### src/design/ape_ram.sv
// Generic simple dual-port RAM with one write port and a registered read port.
`timescale 1ns / 1ps
module ape_ram #(
    parameter int WIDTH = 32,
    parameter int DEPTH = 16
) (
    input  logic                     clk,
    input  logic                     we,
    input  logic [$clog2(DEPTH)-1:0] waddr,
    input  logic [WIDTH-1:0]         wdata,
    input  logic                     re,
    input  logic [$clog2(DEPTH)-1:0] raddr,
    output logic [WIDTH-1:0]         rdata
);

    logic [WIDTH-1:0] mem [DEPTH];
    logic [WIDTH-1:0] rdata_reg;

    always_ff @(posedge clk)
    begin
        if (we)
        begin
            mem[waddr] <= wdata;
        end
        if (re)
        begin
            rdata_reg <= mem[raddr];
        end
    end

    assign rdata = rdata_reg;

endmodule

### config.mk
export PLATFORM = sky130hd
export DESIGN_NAME = ape_ram
export DESIGN_NICKNAME = d
export VERILOG_FILES = /design/src/design/ape_ram.sv
export SDC_FILE = /design/constraint.sdc
export NUM_CORES = 1
export LEC_CHECK = 0
export BUFFER_PORTS_ARGS = -buffer_cell sky130_fd_sc_hd__clkbuf_2
export CAP_MARGIN = 20
export CELL_PAD_IN_SITES_DETAIL_PLACEMENT = 1
export CELL_PAD_IN_SITES_GLOBAL_PLACEMENT = 2
export CORE_MARGIN = 10
export CORE_UTILIZATION = 30
export DETAILED_ROUTE_END_ITERATION = 12
export HOLD_SLACK_MARGIN = 0.05
export PLACE_DENSITY_LB_ADDON = 0.1
export SYNTH_ARGS = -nofsm -noshare
export SYNTH_HDL_FRONTEND = slang
export SYNTH_SLANG_ARGS = --single-unit
### constraint.sdc
create_clock -name clk -period 4.1 [get_ports clk]
set_input_delay 0.41 -clock clk [delete_from_list [all_inputs] [get_ports clk]]
set_output_delay 0.41 -clock clk [all_outputs]
set_load 0.02 [all_outputs]
==> results.json, run 1 <==
{
  "outcome": "finished clean",
  "p_int_mw": 9.84,
  "synth.most_common_cell": "edfxtp_1",
  "p_sw_share_pct": 21.0,
  "cts-htree-levels": 2,
  "routed-via-count": 9151,
  "synthCells": 838,
  "grt_max_degree": 56,
  "syn_nets": 881,
  "finalCritPeriodShare_pct": 49.0,
  "die-width_um": 279,
  "clockRootBuffer": "clkbuf_16",
  "cp-start-kind": "input pin",
  "comb_power_share_pct": 4.8,
  "ys.flop_type": "edfxtp_1",
  "p_switching_mw": 2.62,
  "gp_congestion": 0.669,
  "seq_area_frac_synth_pct": 81.0,
  "largest_register_ffs": 512,
  "rsz0062_at_grt": "false",
  "power.share.clock_pct": 44.6,
  "fin_worst_skew_ns": 0.0199,
  "wirelength_mm": 52.0,
  "peakVddDrop_mv": 0.297,
  "drtPass1Iterations": 4,
  "via_per_inst": 4.85,
  "yosysTopAreaCellShare_pct": 81.0,
  "post_cts_resized": 0,
  "hold_buffers": 0,
  "r2r_setup_slack_ns": 2.52,
  "crit_fanout": 23,
  "final-setup-viol-count": 0,
  "avgSynthCellArea_um2": 24.1,
  "leakage_nw": 7.58,
  "cap_viol_max_count": 0,
  "synth_top_area_cell": "edfxtp_1",
  "synth_edf_count": 544,
  "final-max-slew-violation-count": 0,
  "ys_warn_count": 0,
  "grt_pass1_wl_mm": 75.7,
  "antenna_found_initial": 1,
  "grt_pass1_vias": 10157,
  "powerDensity_nw_per_um2": 521,
  "drt_iter0_markers": 668,
  "insertion_delay_ns": 0.63,
  "drive_gt1_share_pct": 33.9,
  "tightest_slew_ns": 1.08,
  "seqPwrFrac_pct": 50.6,
  "syn_to_final_growth_pct": 18.6,
  "num_io_pins": 75,
  "die_area_um2": 78000,
  "synth_area_leaders": "edfxtp_1, mux4_2, a22oi_1, nand2_1, buf_4",
  "period_needed_ns": 2.01,
  "cts_setup_buffers": 0,
  "synth-seq-cells": 544,
  "synth_common_cells": "edfxtp_1, mux4_2, a22oi_1",
  "core_area_um2": 66900,
  "diodes": 0,
  "finalPower_mw": 12.5,
  "cts_buffer_depth": 3,
  "portBuffers": 74,
  "max_freq_ghz": 0.498,
  "cp-end-kind": "flip-flop",
  "row_count": 95,
  "crit_type": "input pin to flip-flop",
  "netlist_area_um2": 20200,
  "wl_per_cell_um": 27.6,
  "start_util_pct": 30.1,
  "cts_tree": "done",
  "antenna_left": 0,
  "drc": 0,
  "synth_cell_types": 17,
  "hp-class": "input pin to flip-flop",
  "synthArstFlopShare_pct": 0,
  "groute.usage.overall_pct": 13.5,
  "cts.clk_slew.worst_paths_ns": 0.06,
  "clock-sinks": 544,
  "post-dp-hpwl_mm": 27.9,
  "finalSetupTns_ns": 0,
  "numCtsBuffers": 61,
  "die_h_um": 279,
  "required_ns": 4.40,
  "nets": 1006,
  "finalHoldViolations": 0,
  "overflow": 0,
  "arrival_ns": 2.31,
  "max-slew-margin-rel_pct": 27.6
}
## cells in the final DEF, fill, tap and decap left out
cell type / n
clkinv_2: 16
bufinv_16: 9
clkbuf_16: 63
edfxtp_1: 544
buf_4: 23
or3b_2: 1
clkinvlp_4: 1
and2_2: 1
nand2_1: 33
nor2b_4: 2
nor3_2: 4
buf_8: 1
inv_6: 1
clkbuf_1: 12
a22oi_1: 64
nor2_4: 13
clkinv_1: 13
buf_6: 1
nand2b_1: 2
mux4_2: 128
buf_12: 8
clkbuf_2: 72
nand3_1: 1
nand3b_1: 2
## through the flow
step	cell area, um^2	utilization (%)	hold slack (ns)	setup slack [ns]	cells
5_1_grt	23900	35.8	0.210	1.95	1888
2_1_floorplan	20200	-	0.509	0.510	838
4_1_cts	23900	35.8	0.178	2.02	1888
6_report	23900	35.8	0.208	2.09	1888
3_3_place_gp	21900	32.7	0.733	1.34	1772
3_5_place_dp	21900	32.7	0.738	1.35	1773
## worst paths after layout
| path | from | end | depth (start not counted) |
|---|---|---|---|
| worst max-delay path | waddr[2] | mem[3][0]$_DFFE_PP_ | 4 |
| worst min-delay path | wdata[13] | mem[4][13]$_DFFE_PP_ | 1 |
| worst max register to register | mem[3][3]$_DFFE_PP_ | rdata[3]$_DFFE_PP_ | 3 |
| worst min register to register | mem[6][4]$_DFFE_PP_ | rdata[4]$_DFFE_PP_ | 3 |
## per-layer routing
layer  wire, um  part of all wire, %  track usage, %  up-vias
met5          0                    0               0        -
met4        913                  1.8            3.29        0
met1      25600                   49            19.6     5039
met2      23600                   45            20.6      180
li1           -                    -               -     3874
met3       1900                  3.7            2.39       58
## critical path, cell delays in order
cell and delay, ns:
clkbuf_2 0.10, or3b_2 0.60, nor2_4 0.80, buf_4 0.38
## cell type report
cell class / count / area (um^2)
Clock buffer: 75 / 1620
Clock inverter: 40 / 415
Fill cell: 6379 / 43000
Multi-Input combinational cell: 251 / 3750
Sequential cell: 544 / 16300
Tap cell: 873 / 1090
Timing Repair Buffer: 105 / 719
## cells by family after synthesis
logic type      share of synthesized area, %
simple gates                            1.25
mux                                     14.3
buf+inv                                 1.10
compound gates                          2.38
flops                                   81.0
## power by group through the flow
| stage | clock [mW] | combinational, mW | sequential [mW] |
|---|---|---|---|
| after floorplan | 0 | 0.299 | 6.44 |
| after global placement | 0 | 0.620 | 6.42 |
| after detailed placement | 0 | 0.624 | 6.42 |
| after CTS | 5.72 | 0.624 | 6.31 |
| after global routing | 5.95 | 0.661 | 6.31 |
| final | 5.56 | 0.598 | 6.30 |
(Power assumes the default switching activity.)
==> run 2: changes to the inputs <==
==> constraint.sdc (replaced) <==
create_clock -name clk -period 1.85 [get_ports clk]
set_input_delay 0.185 -clock clk [delete_from_list [all_inputs] [get_ports clk]]
set_output_delay 0.185 -clock clk [all_outputs]
set_load 0.02 [all_outputs]
==> results.json, run 2 (synthesized netlist as in run 1, its figures left out) <==
{
  "outcome": "finished clean",
  "met2WireLength_mm": 25.4,
  "crit_chain": "clkbuf_2",
  "overflow": 0,
  "final-setup-viol-count": 0,
  "core_area_um2": 66900,
  "clockRootBuffer": "clkbuf_16",
  "peakVddDrop_mv": 0.621,
  "finalHoldViolations": 0,
  "required_ns": 1.66,
  "drc": 0,
  "period_needed_ns": 1.49,
  "rsz0062_at_grt": "false",
  "final_common_cell": "edfxtp_1",
  "wirelength_mm": 53.6,
  "cp-start-kind": "flip-flop",
  "hp-class": "input pin to flip-flop",
  "p_switching_mw": 5.72,
  "drtPass1Iterations": 5,
  "leakage_nw": 7.96,
  "insertion_delay_ns": 0.62,
  "final_cell_mix": "edfxtp_1, mux4_2, clkbuf_2",
  "drt_iter0_markers": 651,
  "wl_per_cell_um": 27.4,
  "seqPwrFrac_pct": 51.6,
  "comb_power_share_pct": 5.5,
  "antenna_found_initial": 1,
  "cp-end-kind": "output pin",
  "grt_pass1_wl_mm": 78.2,
  "finalSetupTns_ns": 0,
  "die-width_um": 279,
  "crit_type": "flip-flop to output pin",
  "fin_worst_skew_ns": 0.0220,
  "arrival_ns": 1.30,
  "syn_to_final_growth_pct": 23.1,
  "fill_cells": 6369,
  "grt_pass1_vias": 10484,
  "row_count": 95,
  "p_int_mw": 21.4,
  "gp_congestion": 0.672,
  "clock-sinks": 544,
  "final-max-slew-violation-count": 0,
  "drive_gt1_share_pct": 34.8,
  "power.share.clock_pct": 42.8,
  "start_util_pct": 30.1,
  "via_per_inst": 4.81,
  "routed-via-count": 9404,
  "cts-htree-levels": 2,
  "cap_viol_max_count": 0,
  "cts_buffer_depth": 3,
  "die_area_um2": 78000,
  "cpPeakStageDelay_ns": 0.47,
  "place_inst": 1812,
  "tightest_slew_ns": 0.925,
  "post_cts_resized": 0,
  "dr_wl_met3_mm": 1.85,
  "p_sw_share_pct": 21.1,
  "cpMaxStageDelayCell": "edfxtp_1",
  "hold_slack_ns": 0.103,
  "cts.clk_slew.worst_paths_ns": 0.06,
  "post-dp-hpwl_mm": 30.0,
  "stdcell_count": 1956,
  "nets": 1077,
  "die_h_um": 279,
  "powerDensity_nw_per_um2": 1090,
  "met1Wirelength_mm": 25.4,
  "cpLargestDelayFamily": "flip-flops",
  "regArea_um2": 16300,
  "grt_max_degree": 34,
  "finalCritPeriodShare_pct": 80.4,
  "critPathBufInv": 1,
  "multi_input_comb_area_um2": 3780,
  "numCtsBuffers": 60,
  "groute.usage.overall_pct": 13.9,
  "largest_register_ffs": 512,
  "max-slew-margin-rel_pct": 38.2,
  "top_layer": "met4",
  "utilization_pct": 37.1,
  "num_io_pins": 75,
  "crit_fanout": 1,
  "max_freq_ghz": 0.672,
  "antenna_left": 0,
  "portBuffers": 74,
  "cts_tree": "done"
}
-- run 2: path summary, 6_finish.rpt --
| check | start | end | slack, ns | depth (start not counted) |
|---|---|---|---|---|
| worst max register to register | mem[11][9]$_DFFE_PP_ | rdata[9]$_DFFE_PP_ | 0.41 | 3 |
| worst max-delay path | rdata[19]$_DFFE_PP_ | rdata[19] | 0.36 | 1 |
| worst min-delay path | re | rdata[1]$_DFFE_PP_ | 0.10 | 2 |
| worst min register to register | mem[4][19]$_DFFE_PP_ | rdata[19]$_DFFE_PP_ | 0.74 | 3 |
-- run 2: metrics by stage --
step	total power, mW	area (um^2)	setup WS (ns)
finish	27.1	24800	0.363
floorplan	14.9	20200	-0.363
global placement	15.7	22600	-0.0741
detailed placement	15.7	22600	-0.172
CTS	27.6	24800	0.300
global route	28.1	24800	0.298
-- run 2: repair_timing --
| item | in CTS | in global routing |
|---|---|---|
| hold endpoints to repair | 512 | 0 |
| buffers inserted | 0 | 0 |
| hold buffers | 32 | 0 |
-- run 2: cell type report --
cell class,instances,share of cell area (%)
Sequential cell,544,65.8
Clock inverter,37,1.34
Clock buffer,73,6.33
Timing Repair Buffer,177,6.96
Multi-Input combinational cell,251,15.2
Tap cell,873,4.40
Antenna cell,1,0.0101
-- run 2: power by group through the flow --
stage               combinational [mW]  clock (mW)  sequential, mW
floorplan                        0.667           0            14.3
global placement                  1.49           0            14.2
detailed placement                1.50           0            14.2
CTS                               1.55        12.0            14.0
global route                      1.64        12.5            14.0
finish                            1.50        11.6            14.0
-- run 2: routing by layer --
layer	global-route usage [%]	vias up
met5	0	-
met4	3.73	0
met3	2.11	69
met2	22.2	165
met1	19.6	5178
li1	-	3992
