File: src/design/ape_pkg.sv
// Package with shared constants, the cell control type and saturation helpers.
`timescale 1ns / 1ps
package ape_pkg;

    localparam int TABLE_ENTRIES_DEF = 4096;
    localparam int MAX_CLASSES_DEF   = 16;
    localparam int W_BITS            = 32;
    localparam int A_BITS            = 48;
    localparam int DIV_STEPS         = 48;
    localparam logic [4:0] CLASSES_RESET = 5'd16;

    localparam logic [1:0] REQ_SCORE  = 2'd0;
    localparam logic [1:0] REQ_UPDATE = 2'd1;
    localparam logic [1:0] REQ_TICK   = 2'd2;
    localparam logic [1:0] REQ_AVG    = 2'd3;

    typedef struct packed {
        logic score_add;
        logic shift;
        logic div_load;
        logic div_step;
    } cell_ctrl_t;

    function automatic logic signed [31:0] sat_w(input logic signed [49:0] v);
        logic signed [31:0] r;
        if (v > 50'sd2147483647)
            r = 32'sh7FFFFFFF;
        else if (v < -50'sd2147483648)
            r = 32'sh80000000;
        else
            r = v[31:0];
        return r;
    endfunction

    function automatic logic signed [47:0] sat_a(input logic signed [49:0] v);
        logic signed [47:0] r;
        if (v > 50'sd140737488355327)
            r = 48'sh7FFFFFFFFFFF;
        else if (v < -50'sd140737488355328)
            r = 48'sh800000000000;
        else
            r = v[47:0];
        return r;
    endfunction

endpackage

File: src/design/ape_cell.sv
// One class cell: score accumulator, shift stage for argmax and a serial divider.
`timescale 1ns / 1ps
module ape_cell (
    input  logic                     clk,
    input  logic                     rst_n,
    input  ape_pkg::cell_ctrl_t      ctrl,
    input  logic signed [31:0]       w_lane,
    input  logic signed [47:0]       a_lane,
    input  logic signed [31:0]       shift_in,
    input  logic [31:0]              divisor,
    output logic signed [31:0]       score,
    output logic signed [47:0]       quotient,
    output logic signed [31:0]       w_avg
);

    logic signed [31:0] score_reg, score_next;
    logic [47:0]        quo_reg, quo_next;
    logic [31:0]        rem_reg, rem_next;
    logic               neg_reg, neg_next;
    logic [32:0]        rem_sh;
    logic [32:0]        rem_diff;
    logic signed [47:0] q_signed;

    always_comb
    begin
        score_next = score_reg;
        if (ctrl.score_add)
        begin
            score_next = ape_pkg::sat_w(50'(score_reg) + 50'(w_lane));
        end
        else if (ctrl.shift)
        begin
            score_next = shift_in;
        end
    end

    // Restoring division of the magnitude, one quotient bit per cycle while div_step is set.
    always_comb
    begin
        rem_sh   = {rem_reg, quo_reg[47]};
        rem_diff = rem_sh - {1'b0, divisor};
        quo_next = quo_reg;
        rem_next = rem_reg;
        neg_next = neg_reg;
        if (ctrl.div_load)
        begin
            neg_next = a_lane[47];
            quo_next = a_lane[47] ? 48'(-a_lane) : 48'(a_lane);
            rem_next = '0;
        end
        else if (ctrl.div_step)
        begin
            if (rem_sh >= {1'b0, divisor})
            begin
                rem_next = rem_diff[31:0];
                quo_next = {quo_reg[46:0], 1'b1};
            end
            else
            begin
                rem_next = rem_sh[31:0];
                quo_next = {quo_reg[46:0], 1'b0};
            end
        end
    end

    always_ff @(posedge clk or negedge rst_n)
    begin
        if (!rst_n)
        begin
            score_reg <= '0;
        end
        else
        begin
            score_reg <= score_next;
        end
    end

    always_ff @(posedge clk)
    begin
        quo_reg <= quo_next;
        rem_reg <= rem_next;
        neg_reg <= neg_next;
    end

    assign q_signed = neg_reg ? -$signed(quo_reg) : $signed(quo_reg);
    assign score    = score_reg;
    assign quotient = q_signed;
    assign w_avg    = ape_pkg::sat_w(50'(w_lane) - 50'(q_signed));

endmodule

File: config.mk
export PLATFORM = sky130hd
export DESIGN_NAME = ape_cell
export DESIGN_NICKNAME = d
export VERILOG_FILES = /design/src/design/ape_pkg.sv /design/src/design/ape_cell.sv
export SDC_FILE = /design/constraint.sdc
export NUM_CORES = 1
export LEC_CHECK = 0
export BUFFER_PORTS_ARGS = -buffer_cell sky130_fd_sc_hd__buf_2
export CAP_MARGIN = 40
export CORE_UTILIZATION = 30
export CTS_BUF_LIST = sky130_fd_sc_hd__clkbuf_2 sky130_fd_sc_hd__clkbuf_4 sky130_fd_sc_hd__clkbuf_8
export CTS_CLUSTER_SIZE = 16
export DETAILED_ROUTE_END_ITERATION = 16
export PLACE_DENSITY = 0.49
export SLEW_MARGIN = 5
export SYNTH_ARGS = -nofsm -noshare
export SYNTH_HDL_FRONTEND = slang
export SYNTH_SLANG_ARGS = --single-unit
File: constraint.sdc
create_clock -name clk -period 13.8 [get_ports clk]
set_clock_uncertainty 0.15 [all_clocks]
set_input_delay 1.38 -clock clk [delete_from_list [all_inputs] [get_ports clk]]
set_output_delay 1.38 -clock clk [all_outputs]
set_load 0.01 [all_outputs]
==> metrics.csv, run 1 <==
metric,value,unit
Critical Setup Path Class,reg -> out,
Layout Nets,2277,
Area growth syn-to-layout,16.5,%
final wirelength,47600,um
Final Cycle Share,64.0,%
leakage,7.08,nW
area inside the core boundary,46600,sq um
length of the first detailed-routing pass in iterations,5,
number of hold violations in the final report,0,
leading register cell type out of synthesis,sky130_fd_sc_hd__edfxtp_1,
max-slew violation count,0,
number of flops mapped to enable cells by yosys,49,
num rows,79,
maximum achievable frequency,113,MHz
result of the run,finished clean,
Startpoint Class,flop,
cell accounting for the most synthesized area,sky130_fd_sc_hd__edfxtp_1,
cell area after synthesis,14200,sq um
compound-cell area share of the yosys netlist,26.6,%
top-level I/O count,262,
areal power density over the cells,140,nW/um^2
number of placed cells counting well taps,2617,
post-detailed-placement half-perimeter wirelength,38300,um
Synth Area in Adders,9.85,%
drt via density,5.35,
number of hold buffers added after CTS,0,
max FFs per register,48,
most area-consuming cells after synthesis,"sky130_fd_sc_hd__edfxtp_1 (10%), sky130_fd_sc_hd__ha_1 (8.4%), sky130_fd_sc_hd__xnor2_1 (6.1%)",
post-synthesis mux area share,4.46,%
overall routing resource usage,19.5,%
share of final-layout standard cells stronger than drive strength 1,18.1,%
worst-skew pair later-pin latency,0.52,ns
count of buffers from port buffering,261,
mean area per synthesized cell,7.77,sq um
critical path endpoint category,output pin,
fillcell total,5008,
global-route congestion overflow total,0,
die boundary height,219,um
Die Outline Area,48100,sq um
Resized cells post-CTS,0,
worst supply voltage drop on vdd,0.000113,V
most repeated cell in the gate-level netlist after synthesis,sky130_fd_sc_hd__nor2_1,
post-layout min period,8.83,ns
number of DRC markers after the initial detailed-route iteration,856,
WHS Endpoint,rem_reg[31],
area of combinational cells with multiple inputs,10400,sq um
critical-path cell list,inv_1 > ha_1 > nor4b_4 > nand4_4 > or3_1 > or4_1 > or3_1 > or3_1 > o21ai_0 > xnor2_1 > inv_1 > ha_1 > a21o_1 > a21oi_1 > nor2_1 > o21ai_0 > o21ai_0 > or4_4 > a221oi_2 > nand4_1 > nor4_4 > buf_4 > o22ai_1 > buf_2,
Yosys warnings,0,
worst min-delay path class,reg -> reg,
master cell of the clock root buffer,sky130_fd_sc_hd__clkbuf_8,
Setup TNS,0,ns
total CTS buffers,17,
count of unresolved DRC violations after routing,0,
CP Max Fanout,31,
endpoint of the worst-slack reg-to-reg timing path,rem_reg[27],
asr flop ratio synth,28.3,%
Finished Layout Cells,2656,
number of unique standard cell types used by synthesis,100,
library cell contributing the largest single delay on the critical path,sky130_fd_sc_hd__nor4b_4,
die span in x,219,um
clock tree from TritonCTS,done,
placed inst area,16100,sq um
required time of the worst setup path,12.27,ns
share of the yosys chip area belonging to registers,20.5,%
stage delay of the slowest cell on the critical path,0.52,ns
number of nets in the synthesized netlist,2073,
Synth top cells by count,"sky130_fd_sc_hd__nor2_1 (177), sky130_fd_sc_hd__a21oi_1 (134), sky130_fd_sc_hd__inv_1 (131)",
worst slew margin relative to its limit,39.6,%
effective utilization at floorplan,30.5,%
final number of setup-violating endpoints,0,
worst reg2reg startpoint,quo_reg[47],
number of stages on the worst hold path,2,
Slew @ Worst Pin,0.905,ns
setup repair after global routing missed its margin,false,
area share of the leading cell type in the synthesized netlist,10.4,%
combinational family with the most area after synthesis,compound AO/OA/AOI/OAI gates,
fin area,16500,sq um
vias in the first global route,13392,
number of standard cells after synthesis,1825,
number of cells on the worst reg-to-reg path,17,
via total after detailed routing,14207,
number of sinks handled by clock tree synthesis,113,
simple logic cell fraction of the synthesized area,19.8,%
final weighted congestion in routability-driven placement,0.884,
critical hold path startpoint,rem_reg[31],
maximum capacitance violations,0,
reg-to-reg setup timing slack,8.84,ns
H-tree depth reported by CTS,4,
xor/xnor share of the synthesized area,12.4,%
number of buffers inserted by post-CTS setup repair,0,
global-route wire length before repair,73200,um
Max clock buf depth,2,
routed length per instance,17.9,um
antenna violations before repair,20,
largest net degree at the start of global routing,64,
clock-pin slew reported for the worst setup and hold paths after clock tree synthesis,0.08,ns
number of synthesized register bits,113,
number of nets still failing antenna checks after routing,0,
Crit path arrival time,7.30,ns
FF+latch area,2910,sq um
-- through the flow --
stage                     utilization [%]  total power, mW  hold slack, ns  worst slack, ns
final                                35.5             2.31           0.354             4.97
after global routing                 35.5             2.51           0.379             4.34
after CTS                            35.4             2.33           0.360             4.93
after detailed placement             34.6             1.97           0.346             5.56
after global placement               34.2             1.95           0.339             5.70
after floorplan                         -             1.53           0.320             6.45
-- worst max-delay path: cells and delay by family, from the launching register on --
kind                     cells  cell delay (ns)
AO/OA/AOI/OAI                7             1.39
XOR/XNOR                     1             0.18
flip-flops                   1             0.49
adder cells (fa/ha/maj)      2             0.55
AND/OR/NAND/NOR             10             3.40
buffers and inverters        4             0.72
-- where the power goes --
part | total (mW) | switching (mW) | internal, mW
Combinational | 1.44 | 0.834 | 0.607
Sequential | 0.527 | 0.0950 | 0.432
Clock | 0.345 | 0.160 | 0.185
-- worst max path at each step --
| stage | from | to | slack, ns | cells past startpoint |
|---|---|---|---|---|
| after floorplan | quo_reg[0] | w_avg[10] | 6.45 | 23 |
| after detailed placement | quo_reg[0] | w_avg[26] | 5.56 | 24 |
| after CTS | quo_reg[0] | w_avg[26] | 4.93 | 24 |
| after global placement | quo_reg[0] | w_avg[11] | 5.70 | 25 |
| after global routing | quo_reg[0] | w_avg[11] | 4.34 | 24 |
| final | quo_reg[0] | w_avg[15] | 4.97 | 24 |
-- cell families (layout without fill, tap and decap cells) --
group / count (synthesis) / in the layout
buffers and inverters: 226 / 443
adders and majority gates: 112 / 112
xor gates and xnor gates: 191 / 191
other: 0 / 7
AOI/OAI and AO/OA: 575 / 575
muxes: 63 / 63
and+or+nand+nor: 545 / 545
DFF: 113 / 113
-- final cells by class --
| class | count | area share, % |
|---|---|---|
| Multi-Input combinational cell | 1486 | 62.9 |
| Antenna cell | 7 | 0.106 |
| Sequential cell | 113 | 17.6 |
| Clock inverter | 13 | 0.962 |
| Clock buffer | 19 | 1.55 |
| Timing Repair Buffer | 277 | 9.21 |
| Tap cell | 607 | 4.60 |
| Inverter | 134 | 3.05 |
-- per-layer routing --
layer	global-route usage [%]	routed length (um)
met2	31.1	21400
met4	5.19	725
met5	0	174
met1	25.5	22000
met3	5.59	3230
-- layout by cell type, fill, tap and decap left out, drive strengths merged, types with 13 or more instances in the layout --
cell    count
buf       277
nor2      178
inv       135
a21oi     134
o21ai     117
xnor2      99
nand2      98
ha         95
xor2       87
mux2i      62
edfxtp     49
o22ai      45
a211oi     43
o211ai     39
nand3      36
o31ai      33
dfxtp      32
dfrtp      32
nor3       32
a21o       31
or3        30
nand2b     29
nand4      24
nor4       20
a31oi      19
or2        19
clkbuf     19
nor2b      17
o21a       14
maj3       14
or4        13
No activity file was read; power rests on OpenSTA's default activity.
==> run 2: changes to the inputs <==
- clock period: 13.8 -> 8.87 ns (I/O delays scaled with it)
==> run 2 against run 1 <==
Hold slack worse by 0.067 ns. Sequential power increased by 55%. Clock-buffer cell count fell by 1. Largest cell class unchanged. Highest routed layer unchanged.
==> metrics.csv, run 2 (synthesis results as in run 1) <==
metric,value,unit,change
Startpoint Class,flop,,
critical path endpoint category,output pin,,
number of hold violations in the final report,0,,unchanged
largest net degree at the start of global routing,74,,+16%
drt via density,5.36,,+0.25%
via total after detailed routing,14232,,+0.18%
clock tree from TritonCTS,done,,
maximum achievable frequency,120,MHz,
fin area,16500,sq um,about the same
endpoint of the worst-slack reg-to-reg timing path,rem_reg[27],,
die boundary height,219,um,unchanged
global route hottest layer,met2,,
vias in the first global route,13376,,-0.12%
number of hold buffers added after CTS,0,,unchanged
count of unresolved DRC violations after routing,0,,unchanged
clock-pin slew reported for the worst setup and hold paths after clock tree synthesis,0.08,ns,about the same
global-route congestion overflow total,0,,unchanged
Layout Nets,2278,,+0.044%
post-detailed-placement half-perimeter wirelength,38100,um,-0.66%
total CTS buffers,17,,unchanged
total power,3.64,mW,+57%
number of cells on the worst reg-to-reg path,17,,unchanged
worst-skew pair later-pin latency,0.53,ns,about the same
global routing usage on met2,30.2,%,-0.86 points
overall routing resource usage,19.4,%,-0.083 points
placed inst area,16100,sq um,about the same
die span in x,219,um,unchanged
length of the first detailed-routing pass in iterations,8,,+3
global-route wire length before repair,72900,um,-0.42%
final wirelength,47500,um,-0.21%
setup repair after global routing missed its margin,false,,
"leading cell types in the layout, fill and taps excluded","sky130_fd_sc_hd__buf_2 (260), sky130_fd_sc_hd__nor2_1 (176), sky130_fd_sc_hd__a21oi_1 (134)",,
worst path setup slack after routing,0.559,ns,-4.41 ns
result of the run,finished clean,,
met3 track utilization from global routing,5.41,%,-0.18 points
worst slew margin relative to its limit,43.2,%,+3.5 points
post-layout min period,8.31,ns,
H-tree depth reported by CTS,4,,unchanged
antenna violations before repair,21,,+5.0%
number of nets still failing antenna checks after routing,0,,unchanged
CP Max Fanout,31,,unchanged
share of final-layout standard cells stronger than drive strength 1,18.0,%,-0.11 points
max-slew violation count,0,,unchanged
final weighted congestion in routability-driven placement,0.897,,+1.4%
required time of the worst setup path,7.83,ns,-4.44 ns
master cell of the clock root buffer,sky130_fd_sc_hd__clkbuf_8,,
Area growth syn-to-layout,16.5,%,about the same
worst min-delay path class,in -> async,,
number of sinks handled by clock tree synthesis,113,,unchanged
areal power density over the cells,220,nW/um^2,+57%
area inside the core boundary,46600,sq um,unchanged
Final Cycle Share,93.7,%,
Die Outline Area,48100,sq um,unchanged
Setup TNS,0,ns,unchanged
reg-to-reg setup timing slack,3.78,ns,-5.06 ns
count of buffers from port buffering,261,,unchanged
met1 track demand over resource,25.2,%,-0.33 points
Crit path arrival time,7.27,ns,-0.03 ns
worst supply voltage drop on vdd,0.000168,V,+49%
leakage,7.09,nW,+0.17%
number of buffers inserted by post-CTS setup repair,0,,unchanged
final number of setup-violating endpoints,0,,unchanged
max FFs per register,48,,unchanged
post-placement setup slack,1.16,ns,-4.40 ns
Max clock buf depth,2,,unchanged
num rows,79,,unchanged
top-level I/O count,262,,unchanged
maximum capacitance violations,0,,unchanged
fillcell total,4971,,-0.74%
Critical Setup Path Class,reg -> out,,
Resized cells post-CTS,0,,unchanged
crit path launch,quo_reg[0],,
Slew @ Worst Pin,0.852,ns,-0.0531 ns
most frequent standard cell in the layout excluding fill and tap cells,sky130_fd_sc_hd__buf_2,,
routed length per instance,17.9,um,-0.14%
worst reg2reg startpoint,quo_reg[47],,
number of DRC markers after the initial detailed-route iteration,930,,+8.6%
effective utilization at floorplan,30.5,%,unchanged
## run 2: worst max-delay path, cell delays in order (launching register included)
cell and delay [ns]:
sky130_fd_sc_hd__edfxtp_1 0.50, sky130_fd_sc_hd__inv_1 0.10, sky130_fd_sc_hd__ha_1 0.20, sky130_fd_sc_hd__nor4b_4 0.53, sky130_fd_sc_hd__nand4_4 0.30, sky130_fd_sc_hd__or3_1 0.44
sky130_fd_sc_hd__or4_1 0.42, sky130_fd_sc_hd__or3_1 0.38, sky130_fd_sc_hd__o21ai_0 0.21, sky130_fd_sc_hd__xnor2_1 0.16, sky130_fd_sc_hd__inv_1 0.06, sky130_fd_sc_hd__ha_1 0.40
sky130_fd_sc_hd__a21oi_1 0.23, sky130_fd_sc_hd__o21ai_0 0.20, sky130_fd_sc_hd__a21oi_1 0.19, sky130_fd_sc_hd__nor2b_1 0.05, sky130_fd_sc_hd__o21ai_0 0.15, sky130_fd_sc_hd__nand2b_1 0.07
sky130_fd_sc_hd__a221o_1 0.35, sky130_fd_sc_hd__or3_1 0.34, sky130_fd_sc_hd__a221oi_2 0.24, sky130_fd_sc_hd__nand4_1 0.18, sky130_fd_sc_hd__nor4_4 0.30, sky130_fd_sc_hd__buf_4 0.39
sky130_fd_sc_hd__o22ai_1 0.16, sky130_fd_sc_hd__buf_2 0.18
## run 2: worst max-delay path by stage
stage,end,slack [ns],cells past startpoint
after global placement,w_avg[9],1.27,24
after detailed placement,w_avg[29],1.16,24
after CTS,w_avg[29],0.50,24
final,w_avg[29],0.56,25
after floorplan,w_avg[10],2.01,23
after global routing,w_avg[25],0.05,24
## run 2: metal layers
metal	share of wire, %	routed length, um
met1	46	21800
met2	44	21000
met3	6.9	3280
met4	2.6	1230
met5	0.44	209
## run 2: final cells by class
cell class                 count  area [sq um]  share of cell area (%)
antenna                        4          10.0                  0.0606
clock buffer                  18           241                    1.46
clock inverter                14           194                    1.17
inverter                     134           503                    3.04
multi-input combinational   1486         10400                    62.9
sequential                   113          2910                    17.6
tap                          607           759                    4.60
timing repair buffer         278          1520                    9.18
## run 2: through the flow
step	utilization, %	cells	hold slack (ns)
6_report	35.5	2654	0.287
2_1_floorplan	-	1825	0.320
5_1_grt	35.5	2653	0.301
4_1_cts	35.5	2650	0.228
3_3_place_gp	34.3	2612	0.340
3_5_place_dp	34.5	2618	0.345
## run 2: report_power, final
group / switching [mW] / leakage, nW / total [mW] / internal [mW]
clock network: 0.243 / 0.222 / 0.574 / 0.331
registers: 0.144 / 1.13 / 0.816 / 0.672
logic: 1.30 / 5.74 / 2.25 / 0.951
total: 1.68 / 7.09 / 3.64 / 1.95
